[config.mk]
export PLATFORM = sky130hd
export DESIGN_NAME = uart_register_datagram_master_unit
export DESIGN_NICKNAME = d
export VERILOG_FILES = /design/src/rtl/urdm_pkg.sv /design/src/rtl/urdm_front.sv /design/src/rtl/urdm_jobq.sv /design/src/rtl/urdm_back.sv /design/src/rtl/uart_register_datagram_master_unit.sv
export VERILOG_INCLUDE_DIRS = /design/src /design/src/rtl
export SDC_FILE = /design/constraint.sdc
export NUM_CORES = 1
export LEC_CHECK = 0
export ABC_AREA = 0
export BUFFER_PORTS_ARGS = -buffer_cell sky130_fd_sc_hd__clkbuf_2
export CORE_UTILIZATION = 59
export CTS_CLUSTER_SIZE = 16
export DETAILED_ROUTE_END_ITERATION = 10
export PLACE_DENSITY_LB_ADDON = 0.12
export SETUP_SLACK_MARGIN = 0.1
export SLEW_MARGIN = 20
export SYNTH_ARGS = -nofsm -noshare
export SYNTH_HDL_FRONTEND = slang
export SYNTH_HIERARCHICAL = 1
export SYNTH_SLANG_ARGS = --single-unit
[constraint.sdc]
create_clock -name clk_i -period 5.45 [get_ports clk_i]
set_clock_uncertainty 0.2 [all_clocks]
set_input_delay 0.8175 -clock clk_i [delete_from_list [all_inputs] [get_ports clk_i]]
set_output_delay 0.8175 -clock clk_i [all_outputs]
set_load 0.01 [all_outputs]
[src/rtl/assert_macros.svh]
`ifndef ASSERT_MACROS_SVH
`define ASSERT_MACROS_SVH

// Same-cycle implication, clocked on clk_i and disabled while rst_ni is low.
`define ASSERT_IMPL(lbl, ante, cons, msg) \
  lbl: assert property (@(posedge clk_i) disable iff (!rst_ni) (ante) |-> (cons)) \
    else $error(msg);

// Next-cycle implication, clocked on clk_i and disabled while rst_ni is low.
`define ASSERT_NEXT(lbl, ante, cons, msg) \
  lbl: assert property (@(posedge clk_i) disable iff (!rst_ni) (ante) |=> (cons)) \
    else $error(msg);

`endif

[src/rtl/urdm_pkg.sv]
`default_nettype none

package urdm_pkg;

  typedef enum logic [1:0] {
    CMD_READ    = 2'd0,
    CMD_WRITE   = 2'd1,
    CMD_RX      = 2'd2,
    CMD_TIMEOUT = 2'd3
  } cmd_e;

  typedef enum logic [2:0] {
    ST_OK      = 3'd0,
    ST_TIMEOUT = 3'd1,
    ST_CRC     = 3'd2,
    ST_HEADER  = 3'd3,
    ST_BUSY    = 3'd4
  } status_e;

  localparam logic KIND_TX     = 1'b0;
  localparam logic KIND_REPORT = 1'b1;

  localparam logic [7:0] SYNC_BYTE   = 8'h05;
  localparam logic [7:0] MASTER_ADDR = 8'hFF;
  localparam logic [7:0] CRC_POLY    = 8'h07;

  typedef struct packed {
    logic [1:0]  cmd;
    logic [6:0]  reg_address;
    logic [31:0] write_data;
    logic [7:0]  rx_byte;
  } in_t;

  typedef struct packed {
    logic        kind;
    logic [7:0]  tx_byte;
    logic        last_of_run;
    logic [2:0]  status;
    logic [31:0] read_data;
  } out_t;

  // One entry of the queue between the front and back ends.
  typedef struct packed {
    logic        report;
    logic        write;
    logic [6:0]  reg_address;
    logic [7:0]  slave_address;
    logic [2:0]  status;
    logic [31:0] data;
  } job_t;

  // CRC8, polynomial 0x07, byte fed LSB first.
  function automatic logic [7:0] crc8_feed(input logic [7:0] crc, input logic [7:0] b);
    logic [7:0] c;
    logic [7:0] d;
    c = crc;
    d = b;
    for (int i = 0; i < 8; i++) begin
      if (c[7] ^ d[0]) begin
        c = {c[6:0], 1'b0} ^ CRC_POLY;
      end else begin
        c = {c[6:0], 1'b0};
      end
      d = {1'b0, d[7:1]};
    end
    return c;
  endfunction

endpackage

`default_nettype wire

[src/rtl/urdm_front.sv]
`default_nettype none

module urdm_front (
  input  wire logic           clk_i,
  input  wire logic           rst_ni,
  input  wire logic           cfg_we_i,
  input  wire logic [7:0]     cfg_wdata_i,
  input  wire logic           accept_i,
  input  wire urdm_pkg::in_t  item_i,
  output logic                job_push_o,
  output urdm_pkg::job_t      job_o
);

  typedef enum logic [3:0] {
    PH_IDLE     = 4'b0001,
    PH_RD_ECHO  = 4'b0010,
    PH_RD_REPLY = 4'b0100,
    PH_WR_ECHO  = 4'b1000
  } phase_e;

  localparam logic [2:0] READ_ECHO_LAST  = 3'd3;
  localparam logic [2:0] WRITE_ECHO_LAST = 3'd7;
  localparam logic [2:0] REPLY_LAST      = 3'd7;

  phase_e      phase_q, phase_d;
  logic [2:0]  count_q, count_d;
  logic [6:0]  pend_q, pend_d;
  logic [7:0]  crc_q, crc_d;
  logic [7:0]  slave_q;
  logic [7:0]  store_q [7];
  logic        store_we;
  urdm_pkg::cmd_e cmd;

  assign cmd = urdm_pkg::cmd_e'(item_i.cmd);

  always_comb begin
    phase_d    = phase_q;
    count_d    = count_q;
    pend_d     = pend_q;
    crc_d      = crc_q;
    store_we   = 1'b0;
    job_push_o = 1'b0;
    job_o.report        = 1'b1;
    job_o.write         = 1'b0;
    job_o.reg_address   = item_i.reg_address;
    job_o.slave_address = slave_q;
    job_o.status        = urdm_pkg::ST_OK;
    job_o.data          = '0;
    if (accept_i) begin
      case (cmd)
        urdm_pkg::CMD_READ, urdm_pkg::CMD_WRITE: begin
          job_push_o = 1'b1;
          if (phase_q != PH_IDLE) begin
            job_o.status = urdm_pkg::ST_BUSY;
          end else begin
            job_o.report = 1'b0;
            job_o.write  = (cmd == urdm_pkg::CMD_WRITE);
            job_o.data   = item_i.write_data;
            pend_d  = item_i.reg_address;
            count_d = '0;
            crc_d   = '0;
            phase_d = (cmd == urdm_pkg::CMD_WRITE) ? PH_WR_ECHO : PH_RD_ECHO;
          end
        end
        urdm_pkg::CMD_TIMEOUT: begin
          if (phase_q != PH_IDLE) begin
            job_push_o   = 1'b1;
            job_o.status = (phase_q == PH_WR_ECHO) ? urdm_pkg::ST_OK : urdm_pkg::ST_TIMEOUT;
            phase_d = PH_IDLE;
            count_d = '0;
          end
        end
        urdm_pkg::CMD_RX: begin
          case (phase_q)
            PH_RD_ECHO: begin
              if (count_q == READ_ECHO_LAST) begin
                phase_d = PH_RD_REPLY;
                count_d = '0;
                crc_d   = '0;
              end else begin
                count_d = count_q + 3'd1;
              end
            end
            PH_WR_ECHO: begin
              if (count_q == WRITE_ECHO_LAST) begin
                phase_d    = PH_IDLE;
                count_d    = '0;
                job_push_o = 1'b1;
              end else begin
                count_d = count_q + 3'd1;
              end
            end
            PH_RD_REPLY: begin
              if (count_q != REPLY_LAST) begin
                store_we = 1'b1;
                crc_d    = urdm_pkg::crc8_feed(crc_q, item_i.rx_byte);
                count_d  = count_q + 3'd1;
              end else begin
                phase_d    = PH_IDLE;
                count_d    = '0;
                job_push_o = 1'b1;
                // CRC check takes precedence over the header check
                if (crc_q != item_i.rx_byte) begin
                  job_o.status = urdm_pkg::ST_CRC;
                end else if (store_q[0] != urdm_pkg::SYNC_BYTE ||
                             store_q[1] != urdm_pkg::MASTER_ADDR ||
                             store_q[2] != {1'b0, pend_q}) begin
                  job_o.status = urdm_pkg::ST_HEADER;
                end else begin
                  job_o.data = {store_q[3], store_q[4], store_q[5], store_q[6]};
                end
              end
            end
            default: ;
          endcase
        end
        default: ;
      endcase
    end
  end

  always_ff @(posedge clk_i or negedge rst_ni) begin
    if (!rst_ni) begin
      phase_q <= PH_IDLE;
      count_q <= '0;
      pend_q  <= '0;
      crc_q   <= '0;
      slave_q <= '0;
    end else begin
      phase_q <= phase_d;
      count_q <= count_d;
      pend_q  <= pend_d;
      crc_q   <= crc_d;
      if (cfg_we_i) begin
        slave_q <= cfg_wdata_i;
      end
    end
  end

  always_ff @(posedge clk_i) begin
    if (store_we) begin
      store_q[count_q] <= item_i.rx_byte;
    end
  end

endmodule

`default_nettype wire

[src/rtl/urdm_jobq.sv]
`default_nettype none

module urdm_jobq #(
  parameter int DEPTH = 2
) (
  input  wire logic           clk_i,
  input  wire logic           rst_ni,
  input  wire logic           push_i,
  input  wire urdm_pkg::job_t data_i,
  input  wire logic           pop_i,
  output logic                full_o,
  output logic                valid_o,
  output urdm_pkg::job_t      data_o
);

  localparam int PW = (DEPTH > 1) ? $clog2(DEPTH) : 1;
  localparam int CW = $clog2(DEPTH + 1);

  urdm_pkg::job_t mem_q [DEPTH];
  logic [PW-1:0]  wr_q, rd_q;
  logic [CW-1:0]  cnt_q;
  logic           do_push, do_pop;

  function automatic logic [PW-1:0] wrap_inc(input logic [PW-1:0] p);
    return (p == PW'(DEPTH - 1)) ? '0 : p + PW'(1);
  endfunction

  assign full_o  = (cnt_q == CW'(DEPTH));
  assign valid_o = (cnt_q != '0);
  assign data_o  = mem_q[rd_q];
  assign do_push = push_i && !full_o;
  assign do_pop  = pop_i && valid_o;

  always_ff @(posedge clk_i or negedge rst_ni) begin
    if (!rst_ni) begin
      wr_q  <= '0;
      rd_q  <= '0;
      cnt_q <= '0;
    end else begin
      if (do_push) begin
        wr_q <= wrap_inc(wr_q);
      end
      if (do_pop) begin
        rd_q <= wrap_inc(rd_q);
      end
      if (do_push && !do_pop) begin
        cnt_q <= cnt_q + CW'(1);
      end else if (do_pop && !do_push) begin
        cnt_q <= cnt_q - CW'(1);
      end
    end
  end

  always_ff @(posedge clk_i) begin
    if (do_push) begin
      mem_q[wr_q] <= data_i;
    end
  end

endmodule

`default_nettype wire

[src/rtl/urdm_back.sv]
`default_nettype none

`include "assert_macros.svh"

module urdm_back (
  input  wire logic           clk_i,
  input  wire logic           rst_ni,
  input  wire logic           job_valid_i,
  input  wire urdm_pkg::job_t job_i,
  output logic                job_pop_o,
  input  wire logic           pop_i,
  output logic                empty_o,
  output urdm_pkg::out_t      result_o
);

  logic [2:0]      idx_q;
  logic [7:0]      crc_q;
  logic            oval_q;
  urdm_pkg::out_t  out_q;
  urdm_pkg::out_t  word;
  logic            out_free, load, last;
  logic [2:0]      len_last;
  logic [7:0]      tx;
  logic            rpt_out, rpt_clean, run_end;

  assign out_free = !oval_q || pop_i;
  assign load     = job_valid_i && out_free;
  assign len_last = job_i.write ? 3'd7 : 3'd3;
  assign last     = (idx_q == len_last);

  always_comb begin
    if (last) begin
      tx = crc_q;
    end else begin
      case (idx_q)
        3'd0:    tx = urdm_pkg::SYNC_BYTE;
        3'd1:    tx = job_i.slave_address;
        3'd2:    tx = {job_i.write, job_i.reg_address};
        3'd3:    tx = job_i.data[31:24];
        3'd4:    tx = job_i.data[23:16];
        3'd5:    tx = job_i.data[15:8];
        default: tx = job_i.data[7:0];
      endcase
    end
  end

  always_comb begin
    if (job_i.report) begin
      word.kind        = urdm_pkg::KIND_REPORT;
      word.tx_byte     = '0;
      word.last_of_run = 1'b0;
      word.status      = job_i.status;
      word.read_data   = job_i.data;
    end else begin
      word.kind        = urdm_pkg::KIND_TX;
      word.tx_byte     = tx;
      word.last_of_run = last;
      word.status      = urdm_pkg::ST_OK;
      word.read_data   = '0;
    end
  end

  assign job_pop_o = load && (job_i.report || last);
  assign empty_o   = !oval_q;
  assign result_o  = out_q;

  always_ff @(posedge clk_i or negedge rst_ni) begin
    if (!rst_ni) begin
      idx_q  <= '0;
      crc_q  <= '0;
      oval_q <= 1'b0;
    end else begin
      if (load && !job_i.report) begin
        if (last) begin
          idx_q <= '0;
          crc_q <= '0;
        end else begin
          idx_q <= idx_q + 3'd1;
          crc_q <= urdm_pkg::crc8_feed(crc_q, tx);
        end
      end
      if (load) begin
        oval_q <= 1'b1;
      end else if (pop_i) begin
        oval_q <= 1'b0;
      end
    end
  end

  // hold the word until taken
  always_ff @(posedge clk_i) begin
    if (load) begin
      out_q <= word;
    end
  end

  assign rpt_out   = oval_q && (out_q.kind == urdm_pkg::KIND_REPORT);
  assign rpt_clean = (out_q.tx_byte == 8'd0) && !out_q.last_of_run;
  assign run_end   = load && !job_i.report && last;

  `ASSERT_IMPL(a_idx_needs_request, idx_q != 3'd0, job_valid_i && !job_i.report, "no request")
  `ASSERT_IMPL(a_report_clean, rpt_out, rpt_clean, "report word carries transmit fields")
  `ASSERT_NEXT(a_run_restarts, run_end, idx_q == 3'd0 && crc_q == 8'd0, "serialiser not rewound")

endmodule

`default_nettype wire

[src/rtl/uart_register_datagram_master_unit.sv]
`default_nettype none

// Master side of a single-wire UART register protocol with CRC8 (poly 0x07, init 0,
// LSB first). Push one command word per cycle while full is low: read start, write
// start, received bus byte or timeout tick. Each word is decoded at once by the front
// end and leaves at most one job in a JOBQ_DEPTH-entry queue; the back end turns a
// job into result words at one word per cycle, stalling while a word waits for pop:
// a read request gives 4 words, a write request 8 (the CRC is built byte by byte as
// the datagram is sent), and a completion report 1. Sustained rate is therefore set
// by the back-end serialiser; full rises only when the job queue fills. Results
// appear on result_o while empty is low and are taken with pop. Write slave_address
// through cfg_we_i and cfg_wdata_i while idle.
module uart_register_datagram_master_unit #(
  parameter int JOBQ_DEPTH = 2
) (
  input  wire logic          clk_i,
  input  wire logic          rst_ni,
  input  wire logic          cfg_we_i,
  input  wire logic [7:0]    cfg_wdata_i,
  input  wire logic          push,
  output logic               full,
  input  wire urdm_pkg::in_t item_i,
  output logic               empty,
  input  wire logic          pop,
  output urdm_pkg::out_t     result_o
);

  logic           accept;
  logic           job_push, job_pop, job_valid;
  urdm_pkg::job_t job_in, job_head;

  assign accept = push && !full;

  urdm_front u_front (
    .clk_i       (clk_i),
    .rst_ni      (rst_ni),
    .cfg_we_i    (cfg_we_i),
    .cfg_wdata_i (cfg_wdata_i),
    .accept_i    (accept),
    .item_i      (item_i),
    .job_push_o  (job_push),
    .job_o       (job_in)
  );

  urdm_jobq #(
    .DEPTH (JOBQ_DEPTH)
  ) u_jobq (
    .clk_i   (clk_i),
    .rst_ni  (rst_ni),
    .push_i  (job_push),
    .data_i  (job_in),
    .pop_i   (job_pop),
    .full_o  (full),
    .valid_o (job_valid),
    .data_o  (job_head)
  );

  urdm_back u_back (
    .clk_i       (clk_i),
    .rst_ni      (rst_ni),
    .job_valid_i (job_valid),
    .job_i       (job_head),
    .job_pop_o   (job_pop),
    .pop_i       (pop),
    .empty_o     (empty),
    .result_o    (result_o)
  );

endmodule

`default_nettype wire

==> metrics.cfg, run 1 <==
[outcome]
status=complete, no violations

[synthesis]
ys_warn_count=6
syn_avg_cell_area_um2=15.44
synthFlopType=edfxtp_1
seq_area_frac_synth_pct=63.98
syn_area_um2=11420
yosys_register_bits=251
syn_nets=812
synth_top_cell_area_share_pct=53.89
yosysUniqueCellTypes=77
synth_common_cells=edfxtp_1 (205), mux2_4 (50), xnor2_1 (46), dfrtp_1 (45), a22o_1 (39)
async_reset_ff_share_pct=18.33
yosysMostFrequentCell=edfxtp_1
yosysTopAreaCell=edfxtp_1
synth_edf_count=205
syn_inst=740
synth_area_leaders=edfxtp_1 (54%), dfrtp_1 (9.9%), mux2_4 (6.6%), xnor2_1 (3.5%), a22o_1 (3.0%)

[timing]
setup_viol=0
hold_viol=0
slew_viol_final=0
layout_min_cycle_time_ns=3.629
max_freq_mhz=275.6
slew_headroom_pct=45.81
tightest_slew_ns=0.8129
rsz0062_at_grt=no
tns_ns=0
finalCritPeriodShare_pct=66.58

[critical_path]
crit_path_end_kind=flip-flop
r2r-end=u_back/crc_q[1]$_DFFE_PN0P_
critical_path.max_stage_delay_ns=0.82
worstSetupStartpointType=flip-flop
r2r-start=u_jobq/rd_q$_DFFE_PN0P_
r2r_setup_slack_ns=1.82
crit_fanout=23
reg2reg_depth=10
worstPathCellList=buf_4 > mux2_4 > a32o_1 > a21oi_1 > a31oi_1 > xnor2_1 > xnor2_4 > xnor2_1 > o21ai_1 > a22o_1
cp-endpoint=u_back/crc_q[1]$_DFFE_PN0P_
crit_type=flip-flop to flip-flop
crit_arrival_ns=3.85
required_ns=5.67
critPathSlowestCell=dfrtp_2
cp-startpoint=u_jobq/rd_q$_DFFE_PN0P_
cp_common_cell=xnor2_1

[finish]
syn_to_final_growth_pct=13.75
fin_nets=918
fin_cells=1125
fillers=1284
num_antenna_cells=0
final_layout_size_suffix_gt1_share_pct=30.29

[routing]
drt_iter0_drc=349
wl_um=22710
routed_via_density=5.572
post_drt_wl_per_cell_um=20.18
vias=6268
final_antenna_net_count=0
drc=0
drt_first_pass_iters=5

[power]
power.density_nw_per_um2=602.0
peakVddDrop_mv=0.4311
leakagePower_uw=0.004963

[clock_tree]
path_clk_slew_ns=0.06
clk_latency_ns=0.53
cts_setup_buffers=0
clockRootBuffer=clkbuf_16
tritoncts=done
cts.hold.buffers_added=0
numCtsBuffers=26
cts_sinks=251
clk_path_buf_depth=3
htree_levels=1
cts_resized=0

[placed_design]
gp_congestion=0.8943
dp_hpwl_um=16330
dpl.cell_count=1078
port_buffers=108

[die]
num_rows=50
boundaryPins=109
die_area_um2=19920
start_util_pct=60.66
die_h_um=141.1
die_x_um=141.1
core-area_um2=18830

[job]
maxCapViolCount=0

[grt]
antenna_found_initial=0
overflow=0
grt_pass1_vias=6360
grt_max_degree=53
track_usage_pct=23.41
grt_first_pass_wirelength_um=35180

[min_path]
hold_path.class=input port to asynchronous set/reset pin

-- metrics by stage --
stage | hold slack, ns | instance area [um2] | worst slack, ns | power, uW | utilization, %
final | 0.1907 | 12990 | 1.821 | 7821 | 69.00
after global routing | 0.2325 | 12990 | 1.627 | 8214 | 69.00
after CTS | 0.2084 | 12980 | 1.841 | 7871 | 68.92
after detailed placement | 0.2629 | 12050 | 1.853 | 5971 | 63.99
after global placement | 0.2610 | 12050 | 1.866 | 5909 | 63.99
after floorplan | 0.2382 | 11420 | 1.020 | 5359 | -
-- registers in the layout, indices dropped and copies added, names as in the netlist, 2 cells and up --
register         flops
u_jobq/cnt_q         2
u_back/result_o     45
u_back/crc_q         8
u_front/slave_q      8
u_front/phase_q      4
u_front/store_q     56
u_front/crc_q        8
u_jobq/mem_q       104
u_back/idx_q         3
u_front/count_q      3
u_front/pend_q       7
-- how the worst min path moves through the flow --
stage / from / end / slack [ns]
floorplan: u_front/slave_q[0]$_DFFE_PN0P_ / u_jobq/mem_q[0][35]$_DFFE_PP_ / 0.24
global placement: u_front/slave_q[3]$_DFFE_PN0P_ / u_jobq/mem_q[1][38]$_DFFE_PP_ / 0.26
detailed placement: u_front/slave_q[6]$_DFFE_PN0P_ / u_jobq/mem_q[0][41]$_DFFE_PP_ / 0.26
CTS: rst_ni / u_front/phase_q[2]$_DFFE_PN0P_ / 0.21
global route: rst_ni / u_front/count_q[1]$_DFFE_PN0P_ / 0.23
finish: rst_ni / u_front/phase_q[2]$_DFFE_PN0P_ / 0.19
-- cell usage in the layout (no fill, tap or decap), types with 10 or more instances in the layout --
master and instances:
a22o_1 39, xnor2_1 46, clkbuf_2 108, xor2_1 16, mux2_4 50, ha_1 10
and2_1 38, clkbuf_16 26, a21oi_1 10, nand2_1 31, buf_4 12, edfxtp_1 205
nor2_1 18, inv_1 14, mux2_2 18, dfrtp_1 44, o21ai_0 15
-- critical path: cells and delay by family, from the launching register on --
kind                   cells  cell delay [ns]
AO/OA/AOI/OAI              5             0.94
flip-flops                 1             0.82
XOR/XNOR                   3             0.77
buffers and inverters      1             0.43
multiplexers               1             0.34
-- kinds of logic (layout without fill, tap and decap cells) --
| logic type | count (synthesis) | in the layout | share of synthesized area, % |
|---|---|---|---|
| AO/OA/AOI/OAI | 116 | 116 | 7.734 |
| XOR/XNOR | 69 | 69 | 6.233 |
| adder cells (fa/ha/maj) | 10 | 10 | 1.095 |
| buffers and inverters | 58 | 183 | 3.516 |
| flip-flops | 251 | 251 | 63.98 |
| multiplexers | 72 | 72 | 8.719 |
| AND/OR/NAND/NOR | 164 | 164 | 8.720 |
-- per-layer routing --
| metal | global-route usage (%) | up-vias | wire, um | part of all wire, % |
|---|---|---|---|---|
| met3 | 4.620 | 43 | 1211 | 5.3 |
| met4 | 8.238 | 0 | 701 | 3.1 |
| li1 | - | 2990 | - | - |
| met1 | 30.23 | 3041 | 9703 | 43 |
| met2 | 39.58 | 194 | 11090 | 49 |
| met5 | 0 | - | 0 | 0 |
-- layout make-up --
class | count | area (um2) | share of cell area (%)
flip-flops and latches | 251 | 7310 | 56.26
multi-input cells | 431 | 3739 | 28.77
clock buffers | 29 | 661.9 | 5.094
repair buffers | 120 | 630.6 | 4.854
well taps | 260 | 325.3 | 2.504
clock inverters | 18 | 266.5 | 2.051
inverters | 16 | 60.06 | 0.4622
-- report_power, final --
group	switching (uW)	internal [uW]
Sequential	332	2620
Clock	713	1170
Combinational	1550	1440
Power figures use the tool's default switching activity.
==> run 2, diff against run 1 <==
--- a/config.mk
+++ b/config.mk
@@ -8,7 +8,7 @@
 export LEC_CHECK = 0
 export ABC_AREA = 0
 export BUFFER_PORTS_ARGS = -buffer_cell sky130_fd_sc_hd__clkbuf_2
-export CORE_UTILIZATION = 59
+export CORE_UTILIZATION = 54
 export CTS_CLUSTER_SIZE = 16
 export DETAILED_ROUTE_END_ITERATION = 10
 export PLACE_DENSITY_LB_ADDON = 0.12
==> constraint.sdc (replaced) <==
create_clock -name clk_i -period 3.3 [get_ports clk_i]
set_clock_uncertainty 0.2 [all_clocks]
set_input_delay 0.495 -clock clk_i [delete_from_list [all_inputs] [get_ports clk_i]]
set_output_delay 0.495 -clock clk_i [all_outputs]
set_load 0.01 [all_outputs]
==> run 2 against run 1 <==
Against the previous run: non-clock buffer count grew 27; wire length grew 2.7%; power increased by 65%; cell count increased by 3.2%; fmax grew 17%; core utilization decreased by 4.5 points; global-route usage decreased by 1.4 points; critical path type unchanged.
==> metrics.cfg, run 2 (same netlist as run 1, synthesis figures left out) <==
[clock_tree]
clk_latency_ns=0.52
numCtsBuffers=25
tritoncts=done
htree_levels=1
clk_path_buf_depth=3
cts_sinks=251
clockRootBuffer=clkbuf_16
path_clk_slew_ns=0.06

[critical_path]
critPathSlowestCell=dfrtp_2
worstPathCellList=buf_4 > mux2_4 > a22o_1 > a222oi_1 > buf_4 > nand2_1 > a21oi_1 > xnor2_1 > xnor2_1 > or3_1 > o21ai_1
critical_path.max_stage_delay_ns=0.47
crit_path_end_kind=flip-flop
cp_top_family=compound AO/OA/AOI/OAI gates
crit_type=flip-flop to flip-flop
crit_arrival_ns=3.35
crit_fanout=7
crit_buf_inv=2
worstSetupStartpointType=flip-flop
required_ns=3.54

[power]
power_uw=12920
switching_share_pct=33.09
power.net_switching_uw=4275
seq_power_share_pct=37.0
peakVddDrop_mv=0.4682
power_frac_clock_pct=22.4
combPwrFrac_pct=40.6
internal_power_uw=8643
power.density_nw_per_um2=977.6
leakagePower_uw=0.005075

[die]
boundaryPins=109
die_area_um2=21740
die_x_um=147.4
num_rows=52
die_h_um=147.4
start_util_pct=55.73
core-area_um2=20490

[finish]
layout_common_cells=edfxtp_1 (205), clkbuf_2 (108), mux2_4 (50), xnor2_1 (44), dfrtp_1 (44)
final_common_cell=edfxtp_1
fin_nets=944
syn_to_final_growth_pct=15.68
final_layout_size_suffix_gt1_share_pct=31.43
fillers=1525
final_util_pct=64.47
stdcell_area_um2=13210
num_antenna_cells=0
largest_reg_flops=104
largest_register=u_jobq/mem_q

[routing]
drt_first_pass_iters=4
final_antenna_net_count=0
vias=6424
wl_um=23320
routed_via_density=5.533
post_drt_wl_per_cell_um=20.09
drt_iter0_drc=377
drc=0

[grt]
overflow=0
grt_pass1_vias=6551
antenna_found_initial=3
grt_first_pass_wirelength_um=36550
grt_max_degree=53
track_usage_pct=21.96

[timing]
layout_min_cycle_time_ns=3.113
max_freq_mhz=321.2
slew_viol_final=0
setup_viol=0
tns_ns=0
slew_headroom_pct=51.54
hold_viol=0
finalCritPeriodShare_pct=94.33
tightest_slew_ns=0.7270
rsz0062_at_grt=yes

[placed_design]
dpl-instance-area_um2=12220
port_buffers=108
dp_hpwl_um=16930
gp_congestion=0.8696

[job]
maxCapViolCount=0

[min_path]
hold_path.class=input port to flip-flop

[outcome]
status=complete, no violations

## run 2: cell count changes in the layout (fill, tap and decap cells not counted), moves of 2 or more
cell / before / now
clkbuf_1: 3 / 6
a31oi_2: 0 / 2
clkinv_4: 2 / 0
bufinv_16: 6 / 3
nor3_2: 3 / 0
xnor2_1: 46 / 44
buf_12: 0 / 3
clkinv_1: 4 / 2
nor3_1: 6 / 9
clkbuf_8: 0 / 6
a31oi_1: 6 / 4
buf_4: 12 / 27
xnor2_2: 1 / 3
dlygate4sd3_1: 0 / 9
## run 2: layout make-up
cell class | instances | area [um2] | share of cell area (%)
clock buffers | 37 | 730.7 | 5.530
repair buffers | 147 | 893.4 | 6.761
multi-input cells | 431 | 3754 | 28.41
flip-flops and latches | 251 | 7310 | 55.32
clock inverters | 9 | 127.6 | 0.9659
inverters | 16 | 60.06 | 0.4545
well taps | 270 | 337.8 | 2.557
## run 2: final timing paths
| check | cells past startpoint | slack, ns | to | start |
|---|---|---|---|---|
| min in group asynchronous | 2 | 0.36 | u_jobq/wr_q$_DFFE_PN0P_ | rst_ni |
| min reg2reg | 0 | 0.28 | u_jobq/mem_q[1][37]$_DFFE_PP_ | u_front/slave_q[2]$_DFFE_PN0P_ |
| max | 11 | 0.19 | u_back/crc_q[5]$_DFFE_PN0P_ | u_jobq/rd_q$_DFFE_PN0P_ |
| max in group asynchronous | 3 | 1.70 | u_front/phase_q[0]$_DFFE_PN1P_ | rst_ni |
| max reg2reg | 11 | 0.19 | u_back/crc_q[5]$_DFFE_PN0P_ | u_jobq/rd_q$_DFFE_PN0P_ |
| min | 2 | 0.02 | u_front/slave_q[2]$_DFFE_PN0P_ | cfg_wdata_i[2] |
## run 2: stage by stage
step | setup WS (ns) | hold slack [ns] | instances
after global placement | 0.2070 | 0.2540 | 1104
final | 0.1870 | 0.01645 | 1161
after CTS | 0.1664 | 0.00006473 | 1159
after floorplan | 0.3125 | -0.0005910 | 740
after global routing | 0.08542 | 0.007281 | 1161
after detailed placement | 0.1762 | 0.2643 | 1104
## run 2: power groups by stage
stage	clock network (uW)	registers [uW]	logic, uW
finish	2900	4780	5240
global route	3070	4850	5670
global placement	0	4800	5080
detailed placement	0	4840	5150
CTS	2960	4780	5170
floorplan	0	4830	4020
## run 2: repair_timing
item,in CTS,in global routing
hold endpoints to repair,35,0
endpoints found under the setup margin,0,4
buffers inserted,0,2
hold buffers,9,0
resized for setup,0,5
## run 2: layer usage
layer	share of wire, %	GRT usage, %	wire, um
met3	5.2	4.012	1205
met2	49	37.12	11500
met4	1.7	5.670	398
met5	0	0	0
met1	44	29.45	10220
